<file path="src/hw/rtl/rfp_pkg.sv">
// Shared types, constants and the Q16.16 multiply for the floor plane intersect.
package rfp_pkg;

   localparam int RFP_NEWTON_STEPS = 16;            // refinement cells in the chain
   localparam logic [31:0] RFP_Q_TWO = 32'h0002_0000; // 2.0 in Q16.16
   localparam int RFP_SIGN_BIT = 31;

   // One ray as it moves down the chain.
   typedef struct packed {
      logic        hit;   // plane is reached
      logic [31:0] org;   // origin height, Q16.16
      logic [31:0] dir;   // direction height, Q16.16
      logic [31:0] inv;   // running reciprocal estimate, Q16.16
   } rfp_ray_type;

   // Truncating Q16.16 multiply: floor(a*b / 2^16), low 32 bits kept.
   function automatic logic [31:0] rfp_qmul(input logic [31:0] a, input logic [31:0] b);
      logic signed [63:0] prod;
      prod = $signed(a) * $signed(b);
      return prod[47:16];
   endfunction

endpackage

</file>
<file path="src/hw/rtl/rfp_scale_stage.sv">
// Final stage: distance = -(origin * reciprocal), forced to zero on a miss; output register.
module rfp_scale_stage
   import rfp_pkg::*;
(
   input  logic        clock,
   input  logic        reset,
   input  logic        in_valid,
   output logic        in_ready,
   input  rfp_ray_type in_ray,
   output logic        out_valid,
   input  logic        out_ready,
   output logic        out_hit,
   output logic [31:0] out_distance
);

   logic        valid_ff;
   logic        hit_ff;
   logic [31:0] dist_ff;
   logic [31:0] dist_in;

   assign in_ready = !valid_ff || out_ready;
   assign dist_in  = in_ray.hit ? (32'd0 - rfp_qmul(in_ray.org, in_ray.inv)) : 32'd0;

   always_ff @(posedge clock) begin
      if (reset) begin
         valid_ff <= 1'b0;
      end else if (in_ready) begin
         valid_ff <= in_valid;
      end
   end

   always_ff @(posedge clock) begin
      if (in_ready && in_valid) begin
         hit_ff  <= in_ray.hit;
         dist_ff <= dist_in;
      end
   end

   assign out_valid    = valid_ff;
   assign out_hit      = hit_ff;
   assign out_distance = dist_ff;

endmodule

</file>
<file path="config.mk">
export PLATFORM = sky130hd
export DESIGN_NAME = rfp_scale_stage
export DESIGN_NICKNAME = d
export VERILOG_FILES = /design/src/hw/rtl/rfp_pkg.sv /design/src/hw/rtl/rfp_scale_stage.sv
export SDC_FILE = /design/constraint.sdc
export NUM_CORES = 2
export LEC_CHECK = 0
export ABC_AREA = 1
export BUFFER_PORTS_ARGS = -buffer_cell sky130_fd_sc_hd__buf_2
export CORE_MARGIN = 4
export CORE_UTILIZATION = 44
export CTS_BUF_LIST = sky130_fd_sc_hd__clkbuf_8
export CTS_CLUSTER_DIAMETER = 50
export DETAILED_ROUTE_END_ITERATION = 7
export SLEW_MARGIN = 20
export SYNTH_ARGS = -nofsm -noshare
export SYNTH_HDL_FRONTEND = slang
export SYNTH_SLANG_ARGS = --single-unit
</file>
<file path="constraint.sdc">
create_clock -name clock -period 13.9 [get_ports clock]
set_input_delay 2.085 -clock clock [delete_from_list [all_inputs] [get_ports clock]]
set_output_delay 2.085 -clock clock [all_outputs]
set_load 0.1 [all_outputs]
</file>
== After elaboration in Yosys (flattened, before gate mapping) ==
Cells that the tools add are included.

* Flip-flop bits (word level): 34
* Latch bits: 0
* Memory bits (writable): 0
* ROM bits: 0
* Bits of input ports: 101
* Output and inout bits: 35
* Word-level logic and storage cells: 8
* Memories kept: 0

* $add $sub $neg: 1
* $mul: 1
* Divide/modulo/power cells: 0
* Order comparisons: 0
* Equal/unequal tests: 0
* Shift operators: 0
* Mux-type cells: 0
* Bitwise gates (word level): 0
* Reductions and logical operators: 3

{| class="wikitable"
|+ Operators by type and width
! operator !! count
|-
| $mul 32x32->48 || 1
|-
| $sub 1x32->32 const A || 1
|-
| $logic_and 1x1->1 || 1
|-
| $logic_not 1->1 || 1
|-
| $logic_or 1x1->1 || 1
|}

== Longest topological paths before layout ==
* Depth after elaboration: 3
* Mapped depth: 39
* Depth with buffers taken out: 38

== Least setup slack after synthesis ==
OpenSTA, ideal clock, no wires.

* Path kind: input to register
* Start point: input port in_ray[95] in the netlist's numbering
* End point: register dist_ff[31], in the netlist out_distance[31], data pin
* Setup time: 0.253 ns
* Arrival: 8.686 ns
* Required time: 13.647 ns
* Setup slack: 4.961 ns
* Cell stages on the path: 29
* Path buffers: 2
* Cells stage by stage: clkbuf_1 -> clkbuf_1 -> nand2_1 -> inv_1 -> fa_1 -> fa_1 -> fa_1 -> inv_1 -> fa_1 -> inv_1 -> fa_1 -> fa_1 -> fa_1 -> fa_1 -> ha_1 -> a21oi_1 -> inv_1 -> o21ai_0 -> nand2_1 -> a21oi_1 -> nand3_1 -> nand2_1 -> nand2_1 -> nor2_1 -> nand2_1 -> nor2_1 -> nand3_1 -> nor2_1 -> nor2_1

* Word-level cells in the longest chain between the ends: 2

{| class="wikitable"
|+ RTL lines
! item !! RTL line !! RTL
|-
| start: declaration || rfp_scale_stage.sv:9 || <nowiki>input rfp_ray_type in_ray,</nowiki>
|-
| $mul 32x32->48 || rfp_pkg.sv:19 || <nowiki>prod = $signed(a) * $signed(b);</nowiki>
|-
| $sub 1x32->32 || rfp_scale_stage.sv:22 || <nowiki>assign dist_in = in_ray.hit ? (32'd0 - rfp_qmul(in_ray.org, in_ray.inv)) : 32'd0;</nowiki>
|-
| end signal: assignment || rfp_scale_stage.sv:35 || <nowiki>dist_ff <= dist_in;</nowiki>
|-
| end: declaration || rfp_scale_stage.sv:18 || <nowiki>logic [31:0] dist_ff;</nowiki>
|}

Every way passes these cells.
A chain may end at the register's enable or synchronous reset.

== Final worst setup path ==
* Start point: input port in_ray[2] in the netlist's numbering
* End point: register dist_ff[31], in the netlist out_distance[31], data pin

Same word-level chain as after synthesis.

==> impl_results.md <==
* Status: completed
* Initial antenna violation count at 0
* Iteration-0 DRC count of the detailed router at approximately 1500
* Most common cell after layout, fill and taps aside: inv_1
* Vias in the first global route at between 20000 and 30000
* Synth Register Bits at 34
* Initial Util at roughly 45%
* CTS tree: done
* Critical path startpoint category: input port
* Worst slew pin tran at about 1.0 ns
* Max-slew violations at 0
* Max-Cap Viols at 0
* Port Buffers at ~100
* Setup bufs post-CTS at 0
* TritonCTS Buffers at 5
* Post-DP HPWL at approximately 74 mm
* Skew-Pair Late Insertion Delay at ~0.28 ns
* Drt drc at 0
* Slowest cell on crit path: fa_1
* Ratio of cells with drive above 1 in the final layout at roughly 4.7%
* CTS Buffer Depth at 2
* Routed len/inst at around 17 um
* Largest net degree at the start of global routing at 35
* CP max stage delay at just under 0.7 ns
* Core Region at 74950 um2
* Min Hold Slack at 0.5266 ns
* GRT Residual Overflow at 0
* Arrival time at the worst endpoint at approximately 10 ns
* Worst-path clk slew at ~0.070 ns
* Die area at approximately 81000 um2
* Cell Area, Synth at 33460 um2
* Drt pass-1 iters at 8
* IO Pins at roughly 140
* Hold path cells at 2
* Kind of critical path: input port to flop
* Die Wd at 283.8 um
* Routed WL at about 92 mm
* Syn-to-layout area delta at 3.604%
* Largest family of logic cells by synthesized area: adder cells
* Min-Delay Path Class: flop to flop
* Die Y at roughly 280 um
* Worst rel slew slack at between 30 and 40%
* GRT Overall Usage at a little under a quarter
* Avg Cell Area, Syn at roughly 7.5 um2
* First-pass GRT wire length at ~150 mm
* Reg2Reg Setup Slack at 12.64 ns
* Mux share of post-synthesis cell area at 0%
* R2R Path End: out_distance[25]
* H-tree levels at 2
* Synthesized instance count at 4453
* Crit path required time at between 10 and 15 ns
* Final period util at between 70% and 80%
* Fraction of the yosys area taken by sequential cells at ~3.0%
* Post-Synth Adder-Cell Area at 56.26%
* Cell total after placement at roughly 5400
* RSZ-0062 raised after global routing: false
* Minimum clock period at ~10 ns
* CP endpoint kind: flop
* Antenna Nets Post-Route at 0
* Root buffer cell: clkbuf_8
* Syn_nets at approximately 5600
* Setup TNS at 0 ns
* Clock Sinks at 34
* Max Clock Freq at 0.09991 GHz
* Synth Area in Simple Gates at between 20% and 30%
* Setup violators final at 0
* Reg2reg start: out_valid
* CTS Hold Bufs at 0
* Vias per inst at ~4.9
* Crit path max fanout at 32
* Row count at 100
* Final net count at ~5500
* Hold EP: out_valid
* GPL Wtd Cong at around 0.9
* Synth Area in XOR/XNOR at 0.9385%
* Final hold violations at 0
* Diode count at 0
* Most frequent cells in the layout: inv_1 (1401), nand2_1 (1375), fa_1 (838), ha_1 (164), nor2_1 (134)
* # resized after CTS at 0
* HP Start: out_valid
* Yosys warns at 0
* R2r worst-path depth at 2
* Fin cells at 5359
* Worst Clk Skew at 0.005382 ns
* Compound-Gate Fraction of Synth Area at roughly 1.4%
* Cell variety after synth at 35
* Vias post-DR at approximately 26000
-- metrics by stage --
stage | util (%) | instance area (um2) | worst slack, ns
6_report | 46.26 | 34670 | 3.891
5_1_grt | 46.26 | 34670 | 3.397
4_1_cts | 46.22 | 34640 | 3.896
3_5_place_dp | 46.11 | 34560 | 3.606
3_3_place_gp | 46.11 | 34560 | 3.601
2_1_floorplan | - | 33460 | 4.961
-- layer usage --
metal | up-vias | wire length (um) | global-route usage, %
met5 | - | 0 | 0
met4 | 0 | 3166 | 6.491
met3 | 144 | 4667 | 1.871
met2 | 722 | 45950 | 42.32
met1 | 13107 | 38200 | 31.30
li1 | 12107 | - | -
-- area by class of cell --
type	instances	area, um2
inverters	1416	5315
well taps	969	1212
clock buffers	5	68.82
repair buffers	109	580.6
multi-input cells	2823	26470
flip-flops and latches	34	1011
fillers	7594	40280
clock inverters	3	12.51
-- logic make-up (layout without fill, tap and decap cells) --
group           count (synthesis)  in the layout
fa+ha+maj                    1002           1002
xor+xnor                       35             35
flops                          34             34
simple gates                 1695           1695
buf+inv                      1596           1533
compound gates                 91             91
-- state kept, by name, indices dropped and copies added (netlist names) --
register / cells
out_hit: 1
out_valid: 1
out_distance: 32
-- critical path, delay by kind of cell --
kind          cells  cell delay, ns
fa+ha+maj         9            4.72
simple gates     16            1.92
buf+inv           6            1.30
-- synth_stat cells (all sizes together) --
| library cell | instances | share of area [%] |
|---|---|---|
| a21oi | 58 | 0.89 |
| a31oi | 1 | 0.019 |
| buf | 10 | 0.12 |
| clkbuf | 170 | 1.9 |
| clkinv | 6 | 0.067 |
| dfxtp | 1 | 0.060 |
| edfxtp | 33 | 3.0 |
| fa | 838 | 50 |
| ha | 164 | 6.1 |
| inv | 1410 | 16 |
| nand2 | 1404 | 16 |
| nand3 | 77 | 1.3 |
| nand3b | 3 | 0.067 |
| nand4 | 25 | 0.47 |
| nor2 | 165 | 2.3 |
| nor3 | 9 | 0.15 |
| nor4 | 1 | 0.019 |
| o21a | 1 | 0.022 |
| o21ai | 26 | 0.39 |
| o21bai | 5 | 0.11 |
| or2 | 11 | 0.21 |
| xnor2 | 16 | 0.44 |
| xor2 | 19 | 0.50 |
-- worst max-delay path by stage --
stage	start	endpoint	slack [ns]	cells after the start
floorplan	in_ray[95]	out_distance[31]	4.96	29
finish	in_ray[2]	out_distance[31]	3.89	31
CTS	in_ray[2]	out_distance[31]	3.90	31
detailed placement	in_ray[2]	out_distance[24]	3.61	29
global route	in_ray[2]	out_distance[30]	3.40	31
global placement	in_ray[2]	out_distance[31]	3.60	33
Power is not shown: default switching activity piles up to over one toggle a cycle in this logic, so the estimate is an artifact.
