--- config.mk ---
export PLATFORM = sky130hd
export DESIGN_NAME = rfp_newton_cell
export DESIGN_NICKNAME = d
export VERILOG_FILES = /design/src/hw/rtl/rfp_pkg.sv /design/src/hw/rtl/rfp_newton_cell.sv
export SDC_FILE = /design/constraint.sdc
export NUM_CORES = 2
export LEC_CHECK = 0
export BUFFER_PORTS_ARGS = -buffer_cell sky130_fd_sc_hd__buf_2
export CORE_MARGIN = 2
export CORE_UTILIZATION = 55
export CTS_CLUSTER_DIAMETER = 100
export DETAILED_ROUTE_END_ITERATION = 8
export GPL_TIMING_DRIVEN = 1
export PLACE_DENSITY = 0.72
export REMOVE_ABC_BUFFERS = 1
export SYNTH_ARGS = -nofsm -noshare
export SYNTH_HDL_FRONTEND = slang
export SYNTH_SLANG_ARGS = --single-unit
--- constraint.sdc ---
create_clock -name clock -period 12.6 [get_ports clock]
set_input_delay 0.63 -clock clock [delete_from_list [all_inputs] [get_ports clock]]
set_output_delay 0.63 -clock clock [all_outputs]
set_load 0.05 [all_outputs]
--- src/hw/rtl/rfp_pkg.sv ---
// Shared types, constants and the Q16.16 multiply for the floor plane intersect.
package rfp_pkg;

   localparam int RFP_NEWTON_STEPS = 16;            // refinement cells in the chain
   localparam logic [31:0] RFP_Q_TWO = 32'h0002_0000; // 2.0 in Q16.16
   localparam int RFP_SIGN_BIT = 31;

   // One ray as it moves down the chain.
   typedef struct packed {
      logic        hit;   // plane is reached
      logic [31:0] org;   // origin height, Q16.16
      logic [31:0] dir;   // direction height, Q16.16
      logic [31:0] inv;   // running reciprocal estimate, Q16.16
   } rfp_ray_type;

   // Truncating Q16.16 multiply: floor(a*b / 2^16), low 32 bits kept.
   function automatic logic [31:0] rfp_qmul(input logic [31:0] a, input logic [31:0] b);
      logic signed [63:0] prod;
      prod = $signed(a) * $signed(b);
      return prod[47:16];
   endfunction

endpackage

--- src/hw/rtl/rfp_newton_cell.sv ---
// One Newton refinement cell: inv = inv * (2 - inv * dir), two register stages.
module rfp_newton_cell
   import rfp_pkg::*;
(
   input  logic        clock,
   input  logic        reset,
   input  logic        in_valid,
   output logic        in_ready,
   input  rfp_ray_type in_ray,
   output logic        out_valid,
   input  logic        out_ready,
   output rfp_ray_type out_ray
);

   // stage a: inv * dir
   logic        valid_a_ff;
   rfp_ray_type ray_a_ff;
   logic [31:0] prod_a_ff;
   logic [31:0] prod_a_in;
   // stage b: inv * (2 - inv * dir)
   logic        valid_b_ff;
   rfp_ray_type ray_b_ff;
   rfp_ray_type ray_b_in;
   logic        ready_a;
   logic        ready_b;

   // a stage may take new data when empty or when its content moves on
   assign ready_b  = !valid_b_ff || out_ready;
   assign ready_a  = !valid_a_ff || ready_b;
   assign in_ready = ready_a;

   assign prod_a_in = rfp_qmul(in_ray.inv, in_ray.dir);

   always_comb begin
      ray_b_in     = ray_a_ff;
      ray_b_in.inv = rfp_qmul(ray_a_ff.inv, RFP_Q_TWO - prod_a_ff);
   end

   always_ff @(posedge clock) begin
      if (reset) begin
         valid_a_ff <= 1'b0;
         valid_b_ff <= 1'b0;
      end else begin
         if (ready_a) valid_a_ff <= in_valid;
         if (ready_b) valid_b_ff <= valid_a_ff;
      end
   end

   always_ff @(posedge clock) begin
      if (ready_a && in_valid) begin
         ray_a_ff  <= in_ray;
         prod_a_ff <= prod_a_in;
      end
      if (ready_b && valid_a_ff) begin
         ray_b_ff <= ray_b_in;
      end
   end

   assign out_valid = valid_b_ff;
   assign out_ray   = ray_b_ff;

endmodule

---- Word level (Yosys, flattened, before mapping) ----
Cells that the tools add are included.
storage, ports and cells
  register bits ........................... 228
  input bits .............................. 101
  output and inout bits ................... 99
  word-level logic and storage cells ...... 20
operators by class
  add/sub/neg operators ................... 1
  $mul .................................... 2
  reductions and logical operators ........ 6
operator list
  operator                  count
  $mul A32 B32 Y48          2
  $sub A18 B32 Y32 const A  1
  $logic_and A1 B1 Y1       2
  $logic_not A1 Y1          2
  $logic_or A1 B1 Y1        2

---- Depth between registers and ports, before layout ----
  depth in word-level cells ............... 4
  depth in mapped cells ................... 36
  depth with buffers taken out ............ 34

---- Worst setup path before layout ----
OpenSTA, ideal clock, no wires.
  path type ............................... reg-to-reg
  start ................................... register prod_a_ff[0]
  end ..................................... register ray_b_ff (netlist bit out_ray[25]) (data pin)
  library setup time ...................... 0.258 ns
  arrival ................................. 8.533 ns
  required time ........................... 12.342 ns
  setup slack ............................. 3.810 ns
  cell stages (with the launch flop) ...... 35
  buffers on the path ..................... 2
  clock period less this slack ............ 8.790 ns
  path through ............................ edfxtp_1 clkbuf_1 inv_1 ha_1 nor3b_1 nand2_1 or4_1 xor2_1 clkbuf_1 nand2_1 fa_1 fa_1 fa_1 inv_1 fa_1 fa_1 inv_1 fa_1 inv_1 fa_1 inv_1 fa_1 inv_1 ha_1 and4_1 nand2_1 nor2_1 o311a_1 a211oi_1 o21ba_2 o31ai_1 a211oi_1 o21bai_1 a21oi_1 xnor2_1
RTL lines
  item                      line                   source
  start: declaration        rfp_newton_cell.sv:18  logic [31:0] prod_a_ff;
  start signal: assignment  rfp_newton_cell.sv:52  prod_a_ff <= prod_a_in;
  end signal: assignment    rfp_newton_cell.sv:55  ray_b_ff <= ray_b_in;
  end: declaration          rfp_newton_cell.sv:22  rfp_ray_type ray_b_ff;

==> run summary <==
The flow ran to the end, and the final reports show no timing, DRC or antenna violations. In this design, the critical path's most frequently occurring cell is sky130_fd_sc_hd__fa_1. The run gives 10.73 ns as the endpoint arrival time on the critical path. In the final layout, flip-flops and latches occupy 6827 um2.

The worst path needs 10.38 ns of the cycle, external delays included. The peak per-stage delay on the critical path was 0.93 ns. In the synthesized netlist the dominant register cell turns out to be sky130_fd_sc_hd__edfxtp_1. The clock tree root driver cell is sky130_fd_sc_hd__clkbuf_16.

Once the clock tree was built, the setup fixing pass inserted 0 buffers. For the pin with the worst max-slew slack, the measured transition is 1.286 ns. The class of the tightest hold or removal check was input pin to flop.

For the number of global-route vias before repair, the log shows 50940. Post-cts repair resize count: 0. In this run, CTS created clock tree buffers numbering 27. The run gives 1 as the deepest level of the CTS H-tree. The worst setup path is launched from a flop. The portion of synthesized cell area occupied by the leading cell type is 52.31%. STA classifies the critical path endpoint as a flop. The average routed wire per standard cell is 21.30 um. The most used standard cell by instance count after synthesis is sky130_fd_sc_hd__inv_1. Once detail routing completed, the nets flagged for antenna violations numbered 0. Setup violations remaining at the end of the flow were counted as 0. For this run, the number of Yosys warnings is 0.

Summing all multi-input logic gate instances after layout gives 49230 um2. Headroom to the max-slew limit came out at 13.84%. Class of the most critical setup path: flop to flop. The average vias per placed instance is 5.474, and the number of fillers in the final layout is 9901. The wire-length estimate of the detail-placed layout is 128.7 mm.

The area inside the core boundary came out at 115900 um2. The cell taking the most area after synthesis is sky130_fd_sc_hd__fa_1. The number of buffers inserted by port buffering was 199. Entering global routing, the biggest net connects 76 pins.

The number of hold buffers added after CTS was 0. The async set-reset flop share out of synthesis works out to 0%. The detailed router's first-iteration violation count was 3534. The run gives 0 as the number of max-capacitance violations reported. Summed over all failing endpoints, the final setup total negative slack is 0 ns. Number of sinks on the clock net: 228.

The logs give 6735 for the gate count of the mapped netlist and 0.03838 ns for the clock skew. The die is 345.5 um wide. In the finished design, the share of the clock period the worst path needs comes to 82.35%. The detailed router placed 45200 vias in this run. Setup repair after global routing left no endpoint under its margin. Clock latency on the worst-skew pair, taken at its later pin, is 0.63 ns.

Before antenna repair, the detailed router went through 6 iterations. For the distinct cell type count of the synthesized netlist, the log shows 58. The tools report the count of pins over their slew limit as 0.

In this run, synthesis inferred 226 flip-flops with an integrated enable. Highest-delay cell along the critical path: sky130_fd_sc_hd__xor2_4. For the final routed DRC violation total, the log shows 0.

200 I/O pins were placed. In this run the worst path has a maximum fanout of 34. The mapped netlist covers 64140 um2.

Wires add up to 175.9 mm. Clock-pin slew was measured on the worst setup and hold paths at 0.07 ns. Row generation in the floorplan step produced 125 rows. In this run the deepest clock path goes through 3 buffers. The buffering stage count on the worst path with inverters included was 5. TritonCTS built the clock tree.

The share of cells above drive strength 1 came out at 5.585%. After synthesis, the cell types taking the most area are sky130_fd_sc_hd__fa_1 (52%), sky130_fd_sc_hd__inv_1 (11%), sky130_fd_sc_hd__edfxtp_1 (11%). Each instance of the synthesized netlist takes up on average 9.523 um2. The commonest cells after synthesis are sky130_fd_sc_hd__inv_1 (1858), sky130_fd_sc_hd__fa_1 (1676), sky130_fd_sc_hd__nand2_1 (1363). Global routing used 31.11% of the available tracks.

The post-synthesis sequential area ratio came out at 10.64%. The achievable clock frequency came out at 96.37 MHz. The tools report the initial cell density of the core as 55.34%.

At the end of routability-driven placement, the weighted congestion stood at 0.9108. The die covers 119400 um2. Synthesis inferred 228 register bits.

Largest delay contributor family on the critical path: adder cells. Data on the critical path is required at its endpoint by 12.95 ns. The die boundary height is 345.5 um, and the initial antenna violation count is 1.

The first global-routing pass estimated 285.1 mm of wire. Number of hold violations in the final report: 0. The total congestion overflow after global routing was 0; the final net count was 8816. The area added between synthesis and finish came out at 5.275%.
## sequential cells by signal, indices dropped and copies added (netlist names)
name / count
prod_a_ff: 32
out_valid: 1
out_ray: 97
valid_a_ff: 1
ray_a_ff: 97
## per-stage QoR
stage / hold WS [ns] / worst slack (ns) / utilization, % / cell area [um2] / std cells
4_1_cts: 0.1556 / 2.214 / 58.26 / 67520 / 8256
3_5_place_dp: 0.4045 / 2.253 / 57.49 / 66630 / 8207
2_1_floorplan: 0.4003 / 3.173 / - / 62850 / 6392
6_report: 0.1946 / 2.224 / 58.26 / 67520 / 8257
3_3_place_gp: 0.4006 / 2.460 / 57.49 / 66630 / 8207
5_1_grt: 0.1753 / 1.746 / 58.26 / 67520 / 8256
## layout make-up
type | instances | area share [%]
clock inverters | 19 | 0.3002
well taps | 1524 | 2.824
clock buffers | 30 | 1.017
multi-input cells | 4306 | 72.92
repair buffers | 291 | 2.498
inverters | 1858 | 10.33
diodes | 1 | 0.003706
flip-flops and latches | 228 | 10.11
## metal layers
metal,vias up,routed length [um],track usage (%),part of all wire [%]
li1,18880,-,-,-
met1,23410,66800,41.10,38
met2,2395,83030,50.97,47
met3,513,18630,6.804,11
met4,0,7418,11.07,4.2
met5,-,0,0,0
## kinds of logic after synthesis
group                      Yosys count  share of synthesized area, %
DFF                                228                         10.64
adders and majority gates         2003                         58.69
xor gates and xnor gates           169                         2.353
AOI/OAI and AO/OA                  176                         1.834
buffers and inverters             2201                         12.88
and+or+nand+nor                   1958                         13.60
## layout by cell type, fill, tap and decap left out, types with 8 or more instances in the layout
master,netlist,final
sky130_fd_sc_hd__xor2_1,41,33
sky130_fd_sc_hd__nor2b_1,12,11
sky130_fd_sc_hd__buf_2,0,199
sky130_fd_sc_hd__nand3_1,14,14
sky130_fd_sc_hd__a211oi_1,9,9
sky130_fd_sc_hd__a21oi_1,46,46
sky130_fd_sc_hd__clkbuf_16,0,27
sky130_fd_sc_hd__xnor2_2,1,13
sky130_fd_sc_hd__nand2b_1,26,26
sky130_fd_sc_hd__nor2_1,52,51
sky130_fd_sc_hd__o21a_1,11,11
sky130_fd_sc_hd__and2_1,435,434
sky130_fd_sc_hd__xnor2_1,125,113
sky130_fd_sc_hd__ha_1,327,327
sky130_fd_sc_hd__a21o_1,40,40
sky130_fd_sc_hd__fa_1,1676,1676
sky130_fd_sc_hd__nand4_1,8,8
sky130_fd_sc_hd__buf_4,0,92
sky130_fd_sc_hd__edfxtp_1,226,226
sky130_fd_sc_hd__nor3_1,11,11
sky130_fd_sc_hd__inv_1,1858,1858
sky130_fd_sc_hd__o21ai_0,32,32
sky130_fd_sc_hd__or2_2,8,8
sky130_fd_sc_hd__nand2_1,1363,1363
## worst paths after layout
| check | start | to | slack, ns | depth (start not counted) |
|---|---|---|---|---|
| worst max-delay path | prod_a_ff[0] | out_ray[31] | 2.22 | 30 |
| worst min-delay path | reset | out_valid | 0.19 | 2 |
| worst max register to register | prod_a_ff[0] | out_ray[31] | 2.22 | 30 |
| worst min register to register | ray_a_ff[44] | out_ray[44] | 0.41 | 0 |
Power is left out: the tool's default activity adds up to more than one toggle a clock period on the data nets, which glitch-free logic cannot reach.
